`config.mk`:
```
export PLATFORM = sky130hd
export DESIGN_NAME = fjr_queue
export DESIGN_NICKNAME = d
export VERILOG_FILES = /design/src/hdl/fjr_pkg.sv /design/src/hdl/fjr_queue.sv
export SDC_FILE = /design/constraint.sdc
export NUM_CORES = 1
export LEC_CHECK = 0
export ABC_AREA = 0
export BUFFER_PORTS_ARGS = -buffer_cell sky130_fd_sc_hd__buf_2
export CAP_MARGIN = 25
export CELL_PAD_IN_SITES_DETAIL_PLACEMENT = 1
export CELL_PAD_IN_SITES_GLOBAL_PLACEMENT = 2
export CORE_MARGIN = 10
export CORE_UTILIZATION = 40
export CTS_CLUSTER_DIAMETER = 80
export DETAILED_ROUTE_END_ITERATION = 10
export PLACE_DENSITY = 0.71
export SYNTH_ARGS = -nofsm -noshare
export SYNTH_HDL_FRONTEND = slang
export SYNTH_SLANG_ARGS = --single-unit
```
`constraint.sdc`:
```
create_clock -name clock -period 2.1 [get_ports clock]
set_input_delay 0.21 -clock clock [delete_from_list [all_inputs] [get_ports clock]]
set_output_delay 0.21 -clock clock [all_outputs]
set_load 0.05 [all_outputs]
```
`src/hdl/fjr_pkg.sv`:
```
// ---------------------------------------------------------------------------
// fjr_pkg: shared types and constants of the frame reassembly block
// Store geometry, marker byte codes, queue entry and response types.
// ---------------------------------------------------------------------------
package fjr_pkg;

   localparam int FRAME_BYTES      = 65536;
   localparam int MAX_PACKET_BYTES = 1023;

   localparam int ADDR_W   = $clog2(FRAME_BYTES);
   localparam int CNT_W    = $clog2(FRAME_BYTES + 1);
   localparam int SUM_W    = CNT_W + 1;
   localparam int POS_W    = $clog2(MAX_PACKET_BYTES + 1);
   localparam int BYTE_W   = 8;
   localparam int LEN_W    = 10;
   localparam int INDEX_W  = 16;
   localparam int FLEN_W   = 17;
   localparam int LEAD_W   = 2;
   localparam int RUN_W    = 3;

   localparam int QUEUE_DEPTH = 4;
   localparam int QPTR_W      = $clog2(QUEUE_DEPTH);
   localparam int QCNT_W      = $clog2(QUEUE_DEPTH + 1);

   localparam int REQ_TDATA_W = 40;
   localparam int RSP_TDATA_W = 32;

   localparam logic [BYTE_W-1:0] MARK_BYTE = 8'hFF;
   localparam logic [BYTE_W-1:0] START_ID  = 8'h50;
   localparam logic [BYTE_W-1:0] END_ID    = 8'h51;
   localparam logic [BYTE_W-1:0] EOI_BYTE  = 8'hD9;

   localparam int HEADER_BYTES = 16;
   localparam int MARK_LEN     = 4;
   localparam int MARK_HELD    = 3;

   typedef struct packed {
      logic                cmd;
      logic [BYTE_W-1:0]   data_byte;
      logic                pkt_first;
      logic [LEN_W-1:0]    pkt_length;
      logic [INDEX_W-1:0]  read_index;
   } req_type;

   typedef struct packed {
      logic                is_read;
      logic                rd_zero;
      logic [ADDR_W-1:0]   addr;
      logic [LEAD_W-1:0]   lead_ff;
      logic [RUN_W-1:0]    wr_count;
      logic [BYTE_W-1:0]   value;
      logic                frame_done;
      logic [FLEN_W-1:0]   frame_length;
      logic                overflow_drop;
   } entry_type;

   typedef struct packed {
      logic                frame_done;
      logic [FLEN_W-1:0]   frame_length;
      logic [BYTE_W-1:0]   read_byte;
      logic                overflow_drop;
   } rsp_type;

endpackage

```
`src/hdl/fjr_queue.sv`:
```
// ---------------------------------------------------------------------------
// fjr_queue: short entry queue between classifier and store engine
// A small first-in first-out buffer that decouples the two sides.
// ---------------------------------------------------------------------------
module fjr_queue (
   input  logic               clock,
   input  logic               reset,
   input  logic               push,
   input  fjr_pkg::entry_type push_entry,
   output logic               full,
   input  logic               pop,
   output logic               head_valid,
   output fjr_pkg::entry_type head
);
   import fjr_pkg::*;

   entry_type         slot_ff [QUEUE_DEPTH];
   logic [QPTR_W-1:0] wr_ptr_ff, wr_ptr_in;
   logic [QPTR_W-1:0] rd_ptr_ff, rd_ptr_in;
   logic [QCNT_W-1:0] count_ff, count_in;

   assign full       = (count_ff == QCNT_W'(QUEUE_DEPTH));
   assign head_valid = (count_ff != '0);
   assign head       = slot_ff[rd_ptr_ff];

   always_comb begin
      wr_ptr_in = wr_ptr_ff;
      rd_ptr_in = rd_ptr_ff;
      count_in  = count_ff;
      if (push) begin
         wr_ptr_in = (wr_ptr_ff == QPTR_W'(QUEUE_DEPTH - 1)) ? '0 : wr_ptr_ff + QPTR_W'(1);
      end
      if (pop) begin
         rd_ptr_in = (rd_ptr_ff == QPTR_W'(QUEUE_DEPTH - 1)) ? '0 : rd_ptr_ff + QPTR_W'(1);
      end
      if (push && !pop) begin
         count_in = count_ff + QCNT_W'(1);
      end else if (pop && !push) begin
         count_in = count_ff - QCNT_W'(1);
      end
   end

   always_ff @(posedge clock) begin
      if (push) begin
         slot_ff[wr_ptr_ff] <= push_entry;
      end
      if (reset) begin
         wr_ptr_ff <= '0;
         rd_ptr_ff <= '0;
         count_ff  <= '0;
      end else begin
         wr_ptr_ff <= wr_ptr_in;
         rd_ptr_ff <= rd_ptr_in;
         count_ff  <= count_in;
      end
   end

endmodule

```
=== Word level (Yosys, flattened, before mapping) ===
Memories as Yosys holds them, arrays and structs flattened. A register that Yosys moved wholly into a read port is not among the register bits.
Index checks and enable logic that the tools add are counted.

* $add $sub $neg: 4
* Equality and inequality tests: 3
* Multiplexer cells: 8
* Reduce and logical (&&, ||, !) cells: 6

{| class="wikitable"
|+ Operators with widths
! operator !! number
|-
| 2-bit 2-to-1 mux || 4
|-
| 3-bit 2-to-1 mux || 2
|-
| 2-bit by 1-bit adder with 2-bit output (second input constant) || 2
|-
| 2-bit == test (second input constant) || 2
|-
| 3-bit by 1-bit adder with 3-bit output (second input constant) || 1
|-
| 3-bit == test (second input constant) || 1
|-
| 3-bit nonzero test || 1
|-
| 3-bit by 1-bit subtractor with 3-bit output (second input constant) || 1
|-
| 1-bit logical AND || 2
|-
| 1-bit zero test || 2
|-
| 1-bit 2-to-1 mux || 2
|-
| 2-bit nonzero test || 1
|}

* Register bits after elaboration: 7
* Memory bits (writable): 200
* Input port bits: 54
* Logic and storage cells: 25
* Memories kept: 1

{| class="wikitable"
|+ Memories
! memory !! words !! width !! read ports !! clocked after memory_dff !! write ports !! RTL line !! RTL
|-
| slot_ff || 4 || 50 || 1 || 1 || 1 || fjr_queue.sv:17 || <nowiki>entry_type slot_ff [QUEUE_DEPTH];</nowiki>
|}

=== Longest topological paths before layout ===
* Depth in word-level cells: 4
* Mapped depth: 7
* Gate-level depth less buffers: 7

=== Worst setup path after synthesis ===
Ideal clock, no wire load.

* Path kind: register -> register
* Start: register wr_ptr_ff[0]
* End: memory slot_ff[3][0] (netlist bit) (enable)
* Setup time: 0.413 ns
* Arrival: 1.742 ns
* Path slack: -0.054 ns
* Cell stages (with the launch flop): 3
* Clock period less this slack: 2.154 ns
* Cells stage by stage: dfxtp_1 ha_1 and2_1

{| class="wikitable"
|+ RTL lines
! what !! RTL line !! RTL
|-
| start, declared || fjr_queue.sv:18 || <nowiki>logic [QPTR_W-1:0] wr_ptr_ff, wr_ptr_in;</nowiki>
|-
| start signal, assigned || fjr_queue.sv:52 || <nowiki>wr_ptr_ff <= wr_ptr_in;</nowiki>
|-
| end, declared || fjr_queue.sv:17 ||
|}

No word-level cell before the write port.

==> impl_metrics.toml <==
[run_status]
outcome = "finished, final reports clean"

[placed_design]
placedCellCount = 672
dpl-instance-area_um2 = 8580
port_buffers = 105
place.gp.congestion = 0.705
place_hpwl_mm = 9.75

[routing]
wl_mm = 16.1
drc_errors = 0
wl_per_cell_um = 21.1
drt-initial-drc-count = 163
ant_nets = 0
first_pass_iters = 4
vias = 3750
vias_per_cell = 4.90

[yosys]
synth_top_family_by_area = "multiplexers"
yosys.area_share.xor_xnor = 0.00227
synth-simple-area-share = 0.0102
syn-num-nets = 367
ys_warn_count = 0
netlist_instances = 306
synth_area_per_cell_um2 = 25.2
syn-cell-area_um2 = 7710
synth_compound_area_frac = 0.00195
ys_seq_elements = 209
synth_top_area_frac = 0.779
yosysUniqueCellTypes = 18
synthMuxAreaShare = 0.151
synth_fa_ha_area_frac = 0.0123
synth_area_leaders = "edfxtp_1 (78%), mux4_2 (15%), dfxtp_1 (2.3%), buf_12 (1.3%), ha_1 (0.97%)"
synth_top_cell_by_area = "edfxtp_1"
synth_seq_area_share = 0.802

[critical_path]
worstSetupPathType = "register to primary output"
critPathLaunchType = "register"
cp_cell_sequence = "buf_12, mux4_2, buf_8"
endpoint = "head[28]"
crit_fanout = 18
reg2reg_slack_ns = 0.60
slowest_delay_ns = 0.57
r2r_cells = 3
timing.rr.start = "wr_ptr_ff[0]"
arrival_ns = 1.86
cpMaxStageDelayCell = "mux4_2"
worstSetupEndpointType = "primary output"
critical_path_required_ns = 1.89
r2r_end = "slot_ff[3][14]"

[clock_network]
cts_buffers = 22
tritoncts = "built"
cts.path.max_buffers = 3
clock_latency_ns = 0.50
clock_sinks = 209
clockRootBuffer = "clkbuf_16"
h-tree-depth = 1
clk_pin_slew_worst_paths_ns = 0.05

[floorplanning]
die_width_um = 159
coreArea_um2 = 18800
core.rowCount = 50
die-area_um2 = 25200
io_pins = 106
start_util = 0.410
die_h_um = 159

[timing]
finalCriticalPeriod_ns = 2.07
setup_viol = 0
max_freq_mhz = 482
rsz0062_at_grt = "yes"
max_slew_margin = 0.701
tightest_slew_ns = 0.449
layout_worst_path_cycle_share = 0.988
slew_violations = 0
finClkSkew_ns = 0.0123
hold_viol = 0

[run]
cap_viol_max_count = 0

[layout]
antenna_cells = 0
nets = 550
postLayoutCellArea_um2 = 10000
final_core_util = 0.533
finalNonFillerCells = 765
synthToLayoutAreaGrowth_pct = 30.2
drive_gt1_frac = 0.408

[grt]
grt_pass1_wl_mm = 25.5
track_usage = 0.126
grt_max_degree = 34
gr-total-overflow = 0
grt_pass1_vias = 4297
antenna_found_initial = 0

[power_and_ir_drop]
powerDensity_nw_per_um2 = 1010
leakagePower_nw = 3.47
power_w = 0.0102
vdd_ir_drop_max_mv = 0.608

[worst_hold_path]
min_path_type = "input port to register"
registers in the layout, summed over array words and instances, names as in the netlist, named ones only:
signal,flops
count_ff,3
rd_ptr_ff,2
slot_ff,200
wr_ptr_ff,2
metal layers:
layer	global-route usage	up-vias	part of all wire
met3	0.0310	28	0.048
met2	0.206	96	0.49
met5	0	-	0
met4	0.0375	0	0.024
met1	0.165	1969	0.44
li1	-	1657	-
repair_timing:
item | 4_1_cts | 5_1_grt
setup endpoints to repair | 43 | 44
pin swaps | 0 | 0
hold buffers | 51 | 0
endpoints found under the hold margin | 208 | 0
buffers inserted | 2 | 0
gates resized for setup | 45 | 20
cell families after synthesis:
family                     after synthesis
DFF                                    209
muxes                                   54
buffers and inverters                   16
and+or+nand+nor                         15
adders and majority gates                7
AOI/OAI and AO/OA                        3
xor gates and xnor gates                 2
where the power goes:
part	leakage (nW)	internal, W	switching [W]
Combinational	1.20	0.000539	0.000901
Clock	0.355	0.00241	0.00149
Sequential	1.91	0.00477	0.0000591
Total	3.47	0.00772	0.00245
synthesized netlist by cell type:
library cell and number:
edfxtp_1 200, mux4_2 50, dfxtp_1 9, nor2_1 7, ha_1 6, buf_12 5, buf_2 5, and2_1 4
inv_1 4, mux2i_1 4, a21oi_1 2, nor3b_1 2, or3_1 2, xor2_1 2, buf_1 1, buf_6 1
fa_1 1, o21ai_0 1
critical path, delay by kind of cell, from the launching register on:
kind	cells	cell delay [ns]
buffers and inverters	2	0.39
multiplexers	1	0.57
flip-flops	1	0.40
layout by cell type, fill, tap and decap left out, types with 6 or more instances in the layout:
cell type      Yosys  layout
dfxtp_1            9       7
buf_2              5      74
nor2_1             7       7
ha_1               6       6
dlygate4sd3_1      0      51
mux4_2            50      50
buf_4              0      13
edfxtp_1         200     200
clkbuf_1           0       6
clkbuf_16          0      23
buf_6              1      27
layout make-up:
type                    count  area, um^2
fillers                  1629        8790
clock buffers              30         612
clock inverters            10         126
well taps                 260         325
flip-flops and latches    209        6190
repair buffers            171        1390
multi-input cells          81        1380
inverters                   4        15.0
through the flow:
stage,setup slack [ns],setup TNS (ns),hold WS (ns)
after floorplan,0.393,0,0.279
after global placement,0.362,0,0.420
after detailed placement,0.350,0,0.427
after CTS,-0.0207,-0.0712,0.0484
after global routing,-0.0587,-1.25,0.100
final,0.0251,0,0.0874
worst min path at each step:
stage | from | cells after the start | endpoint | slack, ns
after floorplan | reset | 1 | count_ff[2] | 0.28
after global placement | push_entry[2] | 1 | slot_ff[0][2] | 0.42
after detailed placement | push_entry[13] | 1 | slot_ff[3][13] | 0.43
after CTS | pop | 3 | register | 0.05
after global routing | pop | 3 | register | 0.10
final | pop | 3 | register | 0.09
Power figures use the tool's default switching activity.
