$ cat src/hdl/fjr_pkg.sv
// ---------------------------------------------------------------------------
// fjr_pkg: shared types and constants of the frame reassembly block
// Store geometry, marker byte codes, queue entry and response types.
// ---------------------------------------------------------------------------
package fjr_pkg;

   localparam int FRAME_BYTES      = 65536;
   localparam int MAX_PACKET_BYTES = 1023;

   localparam int ADDR_W   = $clog2(FRAME_BYTES);
   localparam int CNT_W    = $clog2(FRAME_BYTES + 1);
   localparam int SUM_W    = CNT_W + 1;
   localparam int POS_W    = $clog2(MAX_PACKET_BYTES + 1);
   localparam int BYTE_W   = 8;
   localparam int LEN_W    = 10;
   localparam int INDEX_W  = 16;
   localparam int FLEN_W   = 17;
   localparam int LEAD_W   = 2;
   localparam int RUN_W    = 3;

   localparam int QUEUE_DEPTH = 4;
   localparam int QPTR_W      = $clog2(QUEUE_DEPTH);
   localparam int QCNT_W      = $clog2(QUEUE_DEPTH + 1);

   localparam int REQ_TDATA_W = 40;
   localparam int RSP_TDATA_W = 32;

   localparam logic [BYTE_W-1:0] MARK_BYTE = 8'hFF;
   localparam logic [BYTE_W-1:0] START_ID  = 8'h50;
   localparam logic [BYTE_W-1:0] END_ID    = 8'h51;
   localparam logic [BYTE_W-1:0] EOI_BYTE  = 8'hD9;

   localparam int HEADER_BYTES = 16;
   localparam int MARK_LEN     = 4;
   localparam int MARK_HELD    = 3;

   typedef struct packed {
      logic                cmd;
      logic [BYTE_W-1:0]   data_byte;
      logic                pkt_first;
      logic [LEN_W-1:0]    pkt_length;
      logic [INDEX_W-1:0]  read_index;
   } req_type;

   typedef struct packed {
      logic                is_read;
      logic                rd_zero;
      logic [ADDR_W-1:0]   addr;
      logic [LEAD_W-1:0]   lead_ff;
      logic [RUN_W-1:0]    wr_count;
      logic [BYTE_W-1:0]   value;
      logic                frame_done;
      logic [FLEN_W-1:0]   frame_length;
      logic                overflow_drop;
   } entry_type;

   typedef struct packed {
      logic                frame_done;
      logic [FLEN_W-1:0]   frame_length;
      logic [BYTE_W-1:0]   read_byte;
      logic                overflow_drop;
   } rsp_type;

endpackage

$ cat src/hdl/fjr_front.sv
// ---------------------------------------------------------------------------
// fjr_front: packet classifier and frame bookkeeping
// Decides the kind of each packet, tracks fill level and end marker, and
// turns every accepted transaction into one queue entry.
// ---------------------------------------------------------------------------
module fjr_front (
   input  logic               clock,
   input  logic               reset,
   input  logic               req_valid,
   input  fjr_pkg::req_type   req,
   output logic               req_ready,
   input  logic               queue_full,
   output logic               push,
   output fjr_pkg::entry_type push_entry
);
   import fjr_pkg::*;

   typedef enum logic [1:0] {
      KIND_UNDECIDED = 2'd0,
      KIND_START     = 2'd1,
      KIND_SKIP      = 2'd2,
      KIND_DATA      = 2'd3
   } kind_type;

   logic              in_frame_ff, in_frame_in;
   logic [CNT_W-1:0]  fill_ff, fill_in;
   logic [CNT_W-1:0]  eoi_end_ff, eoi_end_in;
   logic              eoi_seen_ff, eoi_seen_in;
   logic [BYTE_W-1:0] prev_ff, prev_in;
   logic [POS_W-1:0]  pos_ff, pos_in;
   kind_type          kind_ff, kind_in;

   logic              accept;
   logic              pkt_go;
   logic [POS_W-1:0]  pos_eff;
   kind_type          kind_eff;
   kind_type          kind_new;
   logic              act_store;
   logic              act_start;
   logic              act_end;
   logic              act_over;
   logic [LEAD_W-1:0] lead;
   logic              would_overflow;
   logic [RUN_W-1:0]  want;
   logic [CNT_W-1:0]  avail;
   logic [RUN_W-1:0]  run_count;
   logic              last_stored;
   logic              lead_stored;
   logic              eoi_hit;
   logic              done_now;
   logic              rd_in_range;

   assign req_ready = !queue_full;
   assign accept    = req_valid && !queue_full;
   assign pkt_go    = accept && !req.cmd;
   assign push      = accept;

   assign pos_eff  = req.pkt_first ? '0 : pos_ff;
   assign kind_eff = req.pkt_first ? KIND_UNDECIDED : kind_ff;

   assign would_overflow = ({1'b0, fill_ff} + SUM_W'(req.pkt_length)) >
                           SUM_W'(FRAME_BYTES);

   always_comb begin
      kind_new  = kind_eff;
      act_store = 1'b0;
      act_start = 1'b0;
      act_end   = 1'b0;
      act_over  = 1'b0;
      lead      = '0;
      case (kind_eff)
         KIND_UNDECIDED: begin
            if ((req.pkt_length < LEN_W'(MARK_LEN)) ||
                ((pos_eff < POS_W'(MARK_HELD)) && (req.data_byte != MARK_BYTE)) ||
                ((pos_eff >= POS_W'(MARK_HELD)) && (req.data_byte != START_ID) &&
                 (req.data_byte != END_ID))) begin
               if (!in_frame_ff) begin
                  kind_new = KIND_SKIP;
               end else if (would_overflow) begin
                  act_over = 1'b1;
                  kind_new = KIND_SKIP;
               end else begin
                  act_store = 1'b1;
                  lead      = (pos_eff >= POS_W'(MARK_HELD)) ? LEAD_W'(MARK_HELD)
                                                             : pos_eff[LEAD_W-1:0];
                  kind_new  = KIND_DATA;
               end
            end else if (pos_eff >= POS_W'(MARK_HELD)) begin
               if (req.data_byte == START_ID) begin
                  act_start = 1'b1;
                  kind_new  = KIND_START;
               end else begin
                  act_end  = 1'b1;
                  kind_new = KIND_SKIP;
               end
            end
         end
         KIND_START: begin
            act_store = (pos_eff >= POS_W'(HEADER_BYTES));
         end
         KIND_DATA: begin
            act_store = 1'b1;
         end
         default: begin
         end
      endcase
   end

   assign want        = {1'b0, lead} + RUN_W'(1);
   assign avail       = CNT_W'(FRAME_BYTES) - fill_ff;
   assign run_count   = !act_store ? '0 :
                        (avail < CNT_W'(want)) ? RUN_W'(avail) : want;
   assign last_stored = run_count > {1'b0, lead};
   assign lead_stored = (lead != '0) && (run_count != '0);
   assign eoi_hit     = last_stored && (req.data_byte == EOI_BYTE) &&
                        ((lead != '0) || (prev_ff == MARK_BYTE)) &&
                        ((fill_ff != '0) || (lead != '0));
   assign done_now    = act_end && in_frame_ff && (fill_ff != '0) && eoi_seen_ff;
   assign rd_in_range = 32'(req.read_index) < 32'(FRAME_BYTES);

   always_comb begin
      in_frame_in = in_frame_ff;
      fill_in     = fill_ff;
      eoi_end_in  = eoi_end_ff;
      eoi_seen_in = eoi_seen_ff;
      prev_in     = prev_ff;
      pos_in      = pos_ff;
      kind_in     = kind_ff;
      if (pkt_go) begin
         pos_in  = (pos_eff < POS_W'(MAX_PACKET_BYTES)) ? pos_eff + POS_W'(1) : pos_eff;
         kind_in = kind_new;
         if (act_start) begin
            fill_in     = '0;
            eoi_end_in  = '0;
            eoi_seen_in = 1'b0;
            prev_in     = '0;
            in_frame_in = 1'b1;
         end
         if (act_end || act_over) begin
            in_frame_in = 1'b0;
         end
         if (act_store) begin
            fill_in = fill_ff + CNT_W'(run_count);
            if (eoi_hit) begin
               eoi_end_in  = fill_ff + CNT_W'(lead) + CNT_W'(1);
               eoi_seen_in = 1'b1;
            end
            if (last_stored) begin
               prev_in = req.data_byte;
            end else if (lead_stored) begin
               prev_in = MARK_BYTE;
            end
         end
      end
   end

   always_comb begin
      push_entry.is_read       = req.cmd;
      push_entry.rd_zero       = req.cmd && !rd_in_range;
      push_entry.addr          = req.cmd ? ADDR_W'(req.read_index) : fill_ff[ADDR_W-1:0];
      push_entry.lead_ff       = lead;
      push_entry.wr_count      = req.cmd ? '0 : run_count;
      push_entry.value         = req.data_byte;
      push_entry.frame_done    = !req.cmd && done_now;
      push_entry.frame_length  = (!req.cmd && done_now) ? FLEN_W'(eoi_end_ff) : '0;
      push_entry.overflow_drop = !req.cmd && act_over;
   end

   always_ff @(posedge clock) begin
      if (reset) begin
         in_frame_ff <= 1'b0;
         fill_ff     <= '0;
         eoi_end_ff  <= '0;
         eoi_seen_ff <= 1'b0;
         prev_ff     <= '0;
         pos_ff      <= '0;
         kind_ff     <= KIND_UNDECIDED;
      end else begin
         in_frame_ff <= in_frame_in;
         fill_ff     <= fill_in;
         eoi_end_ff  <= eoi_end_in;
         eoi_seen_ff <= eoi_seen_in;
         prev_ff     <= prev_in;
         pos_ff      <= pos_in;
         kind_ff     <= kind_in;
      end
   end

endmodule

$ cat config.mk
export PLATFORM = sky130hd
export DESIGN_NAME = fjr_front
export DESIGN_NICKNAME = d
export VERILOG_FILES = /design/src/hdl/fjr_pkg.sv /design/src/hdl/fjr_front.sv
export SDC_FILE = /design/constraint.sdc
export NUM_CORES = 1
export LEC_CHECK = 0
export ABC_CLOCK_PERIOD_IN_PS = 7250
export BUFFER_PORTS_ARGS = -buffer_cell sky130_fd_sc_hd__buf_2
export CORE_ASPECT_RATIO = 0.7
export CORE_UTILIZATION = 40
export DETAILED_ROUTE_END_ITERATION = 10
export PLACE_DENSITY = 0.65
export SYNTH_ARGS = -nofsm -noshare
export SYNTH_HDL_FRONTEND = slang
export SYNTH_SLANG_ARGS = --single-unit
$ cat constraint.sdc
create_clock -name clock -period 7.25 [get_ports clock]
set_input_delay 0.725 -clock clock [delete_from_list [all_inputs] [get_ports clock]]
set_output_delay 0.725 -clock clock [all_outputs]
set_load 0.05 [all_outputs]
Word-level counts from Yosys, hierarchy flattened
Index checks and enable logic that the tools add are counted.
- add/sub/neg operators: 7
- $lt $le $gt $ge: 8
- equality and inequality tests: 8
- multiplexer cells: 49
- reductions and logical operators: 29
- operator list (kind ; number):
    17-bit two-way mux ; 6
    8-bit two-way mux ; 4
    1-bit two-way mux ; 22
    10-bit two-way mux ; 2
    2-bit two-way mux ; 10
    17-bit by 10-bit adder with 18-bit output ; 1
    18-bit by 17-bit > comparator with 1-bit output (second input constant) ; 1
    17-bit by 1-bit adder with 17-bit output (second input constant) ; 1
    17-bit by 2-bit adder with 17-bit output ; 1
    17-bit by 3-bit adder with 17-bit output ; 1
    17-bit by 3-bit < comparator with 1-bit output ; 1
    17-bit nonzero test ; 1
    17-bit subtractor (first input constant) ; 1
    8-bit == test (second input constant) ; 2
    16-bit two-way mux ; 1
    8-bit by 7-bit != test with 1-bit output (second input constant) ; 2
    1-bit logical AND ; 14
    10-bit by 1-bit adder with 10-bit output (second input constant) ; 1
    10-bit by 2-bit greater-or-equal comparator with 1-bit output (second input constant) ; 1
    10-bit by 5-bit greater-or-equal comparator with 1-bit output (second input constant) ; 1
    10-bit < comparator (second input constant) ; 1
    10-bit by 2-bit < comparator with 1-bit output (second input constant) ; 1
    10-bit by 3-bit < comparator with 1-bit output (second input constant) ; 1
    3-bit two-way mux ; 3
    13 further kinds ; 21
- register bits after elaboration: 56
- word-level logic and storage cells: 108

Logic depth before layout (Yosys ltp)
- word-level depth: 17
- depth in mapped cells: 30

Worst setup path before layout
No wires, ideal clock.
- path type: input to output
- from: input req[23] in the netlist's numbering
- to: output push_entry[27] in the netlist's numbering
- arrival: 5882 ps
- required time: 6525 ps
- path slack: 643 ps
- stages on the path: 18
- path through: ha_1 buf_6 a2111o_1 o21ai_0 mux2i_1 o211ai_2 nor4b_4 o21ai_0 inv_1 ha_1 inv_1 ha_1 o21ai_0 o2111ai_1 and4bb_2 nand2_1 mux2i_1 nor3_1
- RTL lines (item ; RTL line ; text):
    start: declaration ; fjr_front.sv:10 ; input fjr_pkg::req_type req,
    end: declaration ; fjr_front.sv:14 ; output fjr_pkg::entry_type push_entry

Worst setup path after layout
- from: register fill_ff[1]
- to: register eoi_end_ff[4]
- longest elaborated chain between the ends: 16
- elaborated cells on any way between the ends: 27
- classes of those cells: add/sub: 5; order compare: 3; mux: 12; reduce/logical: 7
- RTL lines (item ; RTL line ; text):
    start: declaration ; fjr_front.sv:26 ; logic [CNT_W-1:0] fill_ff, fill_in;
    start signal: assignment ; fjr_front.sv:180 ; fill_ff <= fill_in;
    17-bit by 10-bit adder with 18-bit output ; fjr_front.sv:61 ; assign would_overflow = ({1'b0, fill_ff} + SUM_W'(req.pkt_length)) >
    18-bit by 17-bit > comparator with 1-bit output ; fjr_front.sv:61 ;
    2-bit two-way mux ; fjr_front.sv:79 ; end else if (would_overflow) begin
    2-bit two-way mux ; fjr_front.sv:77 ; if (!in_frame_ff) begin
    2-bit two-way mux ; fjr_front.sv:73 ; if ((req.pkt_length < LEN_W'(MARK_LEN)) ||
    2-bit two-way mux ; fjr_front.sv:71 ; case (kind_eff)
    2-bit by 1-bit adder with 3-bit output ; fjr_front.sv:109 ; assign want = {1'b0, lead} + RUN_W'(1);
    17-bit by 3-bit < comparator with 1-bit output ; fjr_front.sv:112 ; (avail < CNT_W'(want)) ? RUN_W'(avail) : want;
    3-bit two-way mux ; fjr_front.sv:112 ;
    3-bit two-way mux ; fjr_front.sv:111 ; assign run_count = !act_store ? '0 :
    3-bit by 2-bit > comparator with 1-bit output ; fjr_front.sv:113 ; assign last_stored = run_count > {1'b0, lead};
    1-bit logical AND (2 in a row) ; fjr_front.sv:115 ; assign eoi_hit = last_stored && (req.data_byte == EOI_BYTE) &&
    1-bit logical AND ; fjr_front.sv:116 ; ((lead != '0) || (prev_ff == MARK_BYTE)) &&
    17-bit two-way mux ; fjr_front.sv:144 ; if (eoi_hit) begin
    17-bit two-way mux * ; fjr_front.sv:142 ; if (act_store) begin
    end signal: assignment ; fjr_front.sv:181 ; eoi_end_ff <= eoi_end_in;
    end: declaration ; fjr_front.sv:27 ; logic [CNT_W-1:0] eoi_end_ff, eoi_end_in;
Every way passes the cells marked *; elsewhere a longest branch is shown, timed or not.
A chain may end at the register's enable or synchronous reset.

==> results.yml <==
route:
  wl_per_cell_um: 17.2
  vias: 5056
  drtAntennaViolNets: 0
  firstDrtPassIters: 5
  post-route-drc-count: 0
  vias_per_cell: 5.78
  drt_wl_total_mm: 15.0
  drt-initial-drc-count: 422
clock_network:
  root_buffer: "clkbuf_16"
  clk_pin_slew_ns: 0.07
  numCtsBuffers: 5
  cts_max_level: 2
  cts_sinks: 56
  hold_buffers: 0
  clockBufferDepth: 2
  post_cts_resized: 0
  cts_tree: "built"
  clk_latency_ns: 0.30
  post_cts_buffers: 0
setup_path:
  cp_data_required_time_ns: 7.41
  critPathMaxStageDelay_ns: 0.53
  reg2reg_depth: 28
  path_max_fanout: 17
  cp-end-kind: "flip-flop"
  slowest_stage: "dfxtp_1"
  critPathLaunchType: "flip-flop"
  worstSetupPathType: "reg2reg"
  worst_ep_arrival_time_ns: 7.03
logic_synthesis:
  netlist.area_leader.share_pct: 22.0
  synth.cell_area_mm2: 0.00510
  synth_edf_count: 0
  synth_compound_area_share_pct: 23.3
  synth_cell_types: 79
  yosysTopAreaCell: "dfxtp_1"
  async_flop_share_pct: 0
  ys_seq_area_share_pct: 22.0
  ys_top_cells_by_area: "dfxtp_1, ha_1, nand2_1"
  synth_xor_area_share_pct: 4.47
  synth-seq-cells: 56
  syn_avg_cell_area_um2: 7.82
  synth_fa_ha_area_share_pct: 7.32
  yosysWarnings: 0
  dominantRegCellSynth: "dfxtp_1"
  synth_top_family_by_area: "simple AND/OR/NAND/NOR gates"
  synth_mux_area_share_pct: 5.30
  synth.net_count: 720
  synthSimpleGateAreaFrac_pct: 28.9
  netlist_instances: 652
final_layout:
  fillerInstances: 1259
  drive_gt1_share_pct: 22.6
  antenna_cells: 0
  syn_to_final_growth_pct: 12.0
  layout.nets: 779
  mostFrequentLayoutCells: "buf_2, nand2_1, dfxtp_1"
  utilization_pct: 45.9
  fin_area_mm2: 0.00571
  final_common_cell: "buf_2"
timing:
  tightest_slew_ns: 1.15
  fmax_mhz: 146
  fin_crit_sh_pct: 94.7
  min_period_ns: 6.87
  slew_viol_final: 0
  setup_violations: 0
  finalSetupTns_ns: 0
  whs_ns: 0.472
  slew-limit-headroom_pct: 22.4
  rsz0062_at_grt: "no"
  hold_violations: 0
  skew_ns: 0.00941
die:
  ios: 92
  die_h_um: 96.4
  die-area_mm2: 0.0132
  die_x_um: 137
  core_mm2: 0.0124
  initial_utilization_pct: 41.0
  num_rows: 34
global_routing:
  met3_usage_pct: 4.12
  top_usage_layer: "met1"
  grt_usage_pct: 22.8
  met2_usage_pct: 32.4
  grt_overflow: 0
  grt_pass1_wl_mm: 23.3
  grtUsageMet1_pct: 35.0
  antenna_found_initial: 0
  grt_max_degree: 28
  first_global_vias: 4465
power:
  p_comb_share_pct: 14.5
  switching_power_mw: 0.190
  power.share.switching_pct: 29.0
  clockPowerShare_pct: 38.5
  power_density_mw_per_mm2: 115
  irDropWorstVdd_mv: 0.0951
  seqPwrFrac_pct: 47.0
  p_leak_nw: 2.39
  p_int_mw: 0.465
placed_design:
  dp_hpwl_mm: 11.7
  gp_congestion: 0.927
  place.port_buffers: 90
  place_area_mm2: 0.00556
worst_hold_path:
  holdPathStages: 2
  hold_class: "reg2reg"
flow_run:
  cap_viol_max_count: 0
status:
  status: "completed"
[through the flow]
step	cells	setup slack [ns]	total power, mW
2_1_floorplan	652	0.643	0.386
3_3_place_gp	866	0.593	0.408
3_5_place_dp	866	0.286	0.409
4_1_cts	874	0.472	0.659
5_1_grt	874	0.00160	0.681
6_report	874	0.384	0.655
[layout make-up]
| type | count | area (um^2) | share of cell area [%] |
|---|---|---|---|
| inverter | 42 | 158 | 2.76 |
| clock inverter | 3 | 22.5 | 0.395 |
| timing repair buffer | 101 | 533 | 9.34 |
| clock buffer | 5 | 125 | 2.19 |
| tap | 162 | 203 | 3.55 |
| multi-input combinational | 505 | 3540 | 62.1 |
| sequential | 56 | 1120 | 19.6 |
[flip-flops by register name (all words and copies together), names as in the netlist]
register,cells
in_frame_ff,1
pos_ff,10
kind_ff,2
eoi_seen_ff,1
eoi_end_ff,17
fill_ff,17
prev_ff,8
[cell families after synthesis]
group	after synthesis
multiplexers	24
other	1
XOR/XNOR	26
buffers and inverters	91
AO/OA/AOI/OAI	161
AND/OR/NAND/NOR	265
adder cells (fa/ha/maj)	28
flip-flops	56
[routing by layer]
layer  part of all wire (%)  wire length [um]  up-vias
li1                       -                 -     2474
met1                     51              7660     2351
met2                     40              5970      219
met3                    8.4              1270       12
met4                   0.72               108        0
met5                      0                 0        -
[synth_stat cells (15+ instances only)]
master,n
a21oi_1,33
and2_1,23
clkbuf_1,25
dfxtp_1,56
ha_1,25
inv_1,42
nand2_1,66
nand3_1,17
nor2_1,43
nor3_1,18
o211ai_1,15
o21ai_0,35
xnor2_1,18
[critical path, delay by kind of cell (launching register included)]
kind	cells	cell delay, ns
adders and majority gates	4	1.38
AOI/OAI and AO/OA	8	1.52
and+or+nand+nor	11	2.24
DFF	1	0.53
buffers and inverters	3	0.56
muxes	2	0.49
[power groups by stage]
stage / registers [mW] / logic [mW] / clock network [mW]
floorplan: 0.315 / 0.0702 / 0
global placement: 0.315 / 0.0928 / 0
detailed placement: 0.315 / 0.0940 / 0
CTS: 0.308 / 0.0943 / 0.257
global route: 0.308 / 0.102 / 0.270
finish: 0.308 / 0.0948 / 0.252
[final timing paths]
check           startpoint            end  slack, ns
max             fill_ff[1]  eoi_end_ff[4]       0.38
min          eoi_end_ff[5]  eoi_end_ff[5]       0.47
max reg2reg     fill_ff[1]  eoi_end_ff[4]       0.38
min reg2reg  eoi_end_ff[5]  eoi_end_ff[5]       0.47
Power figures use the tool's default switching activity.
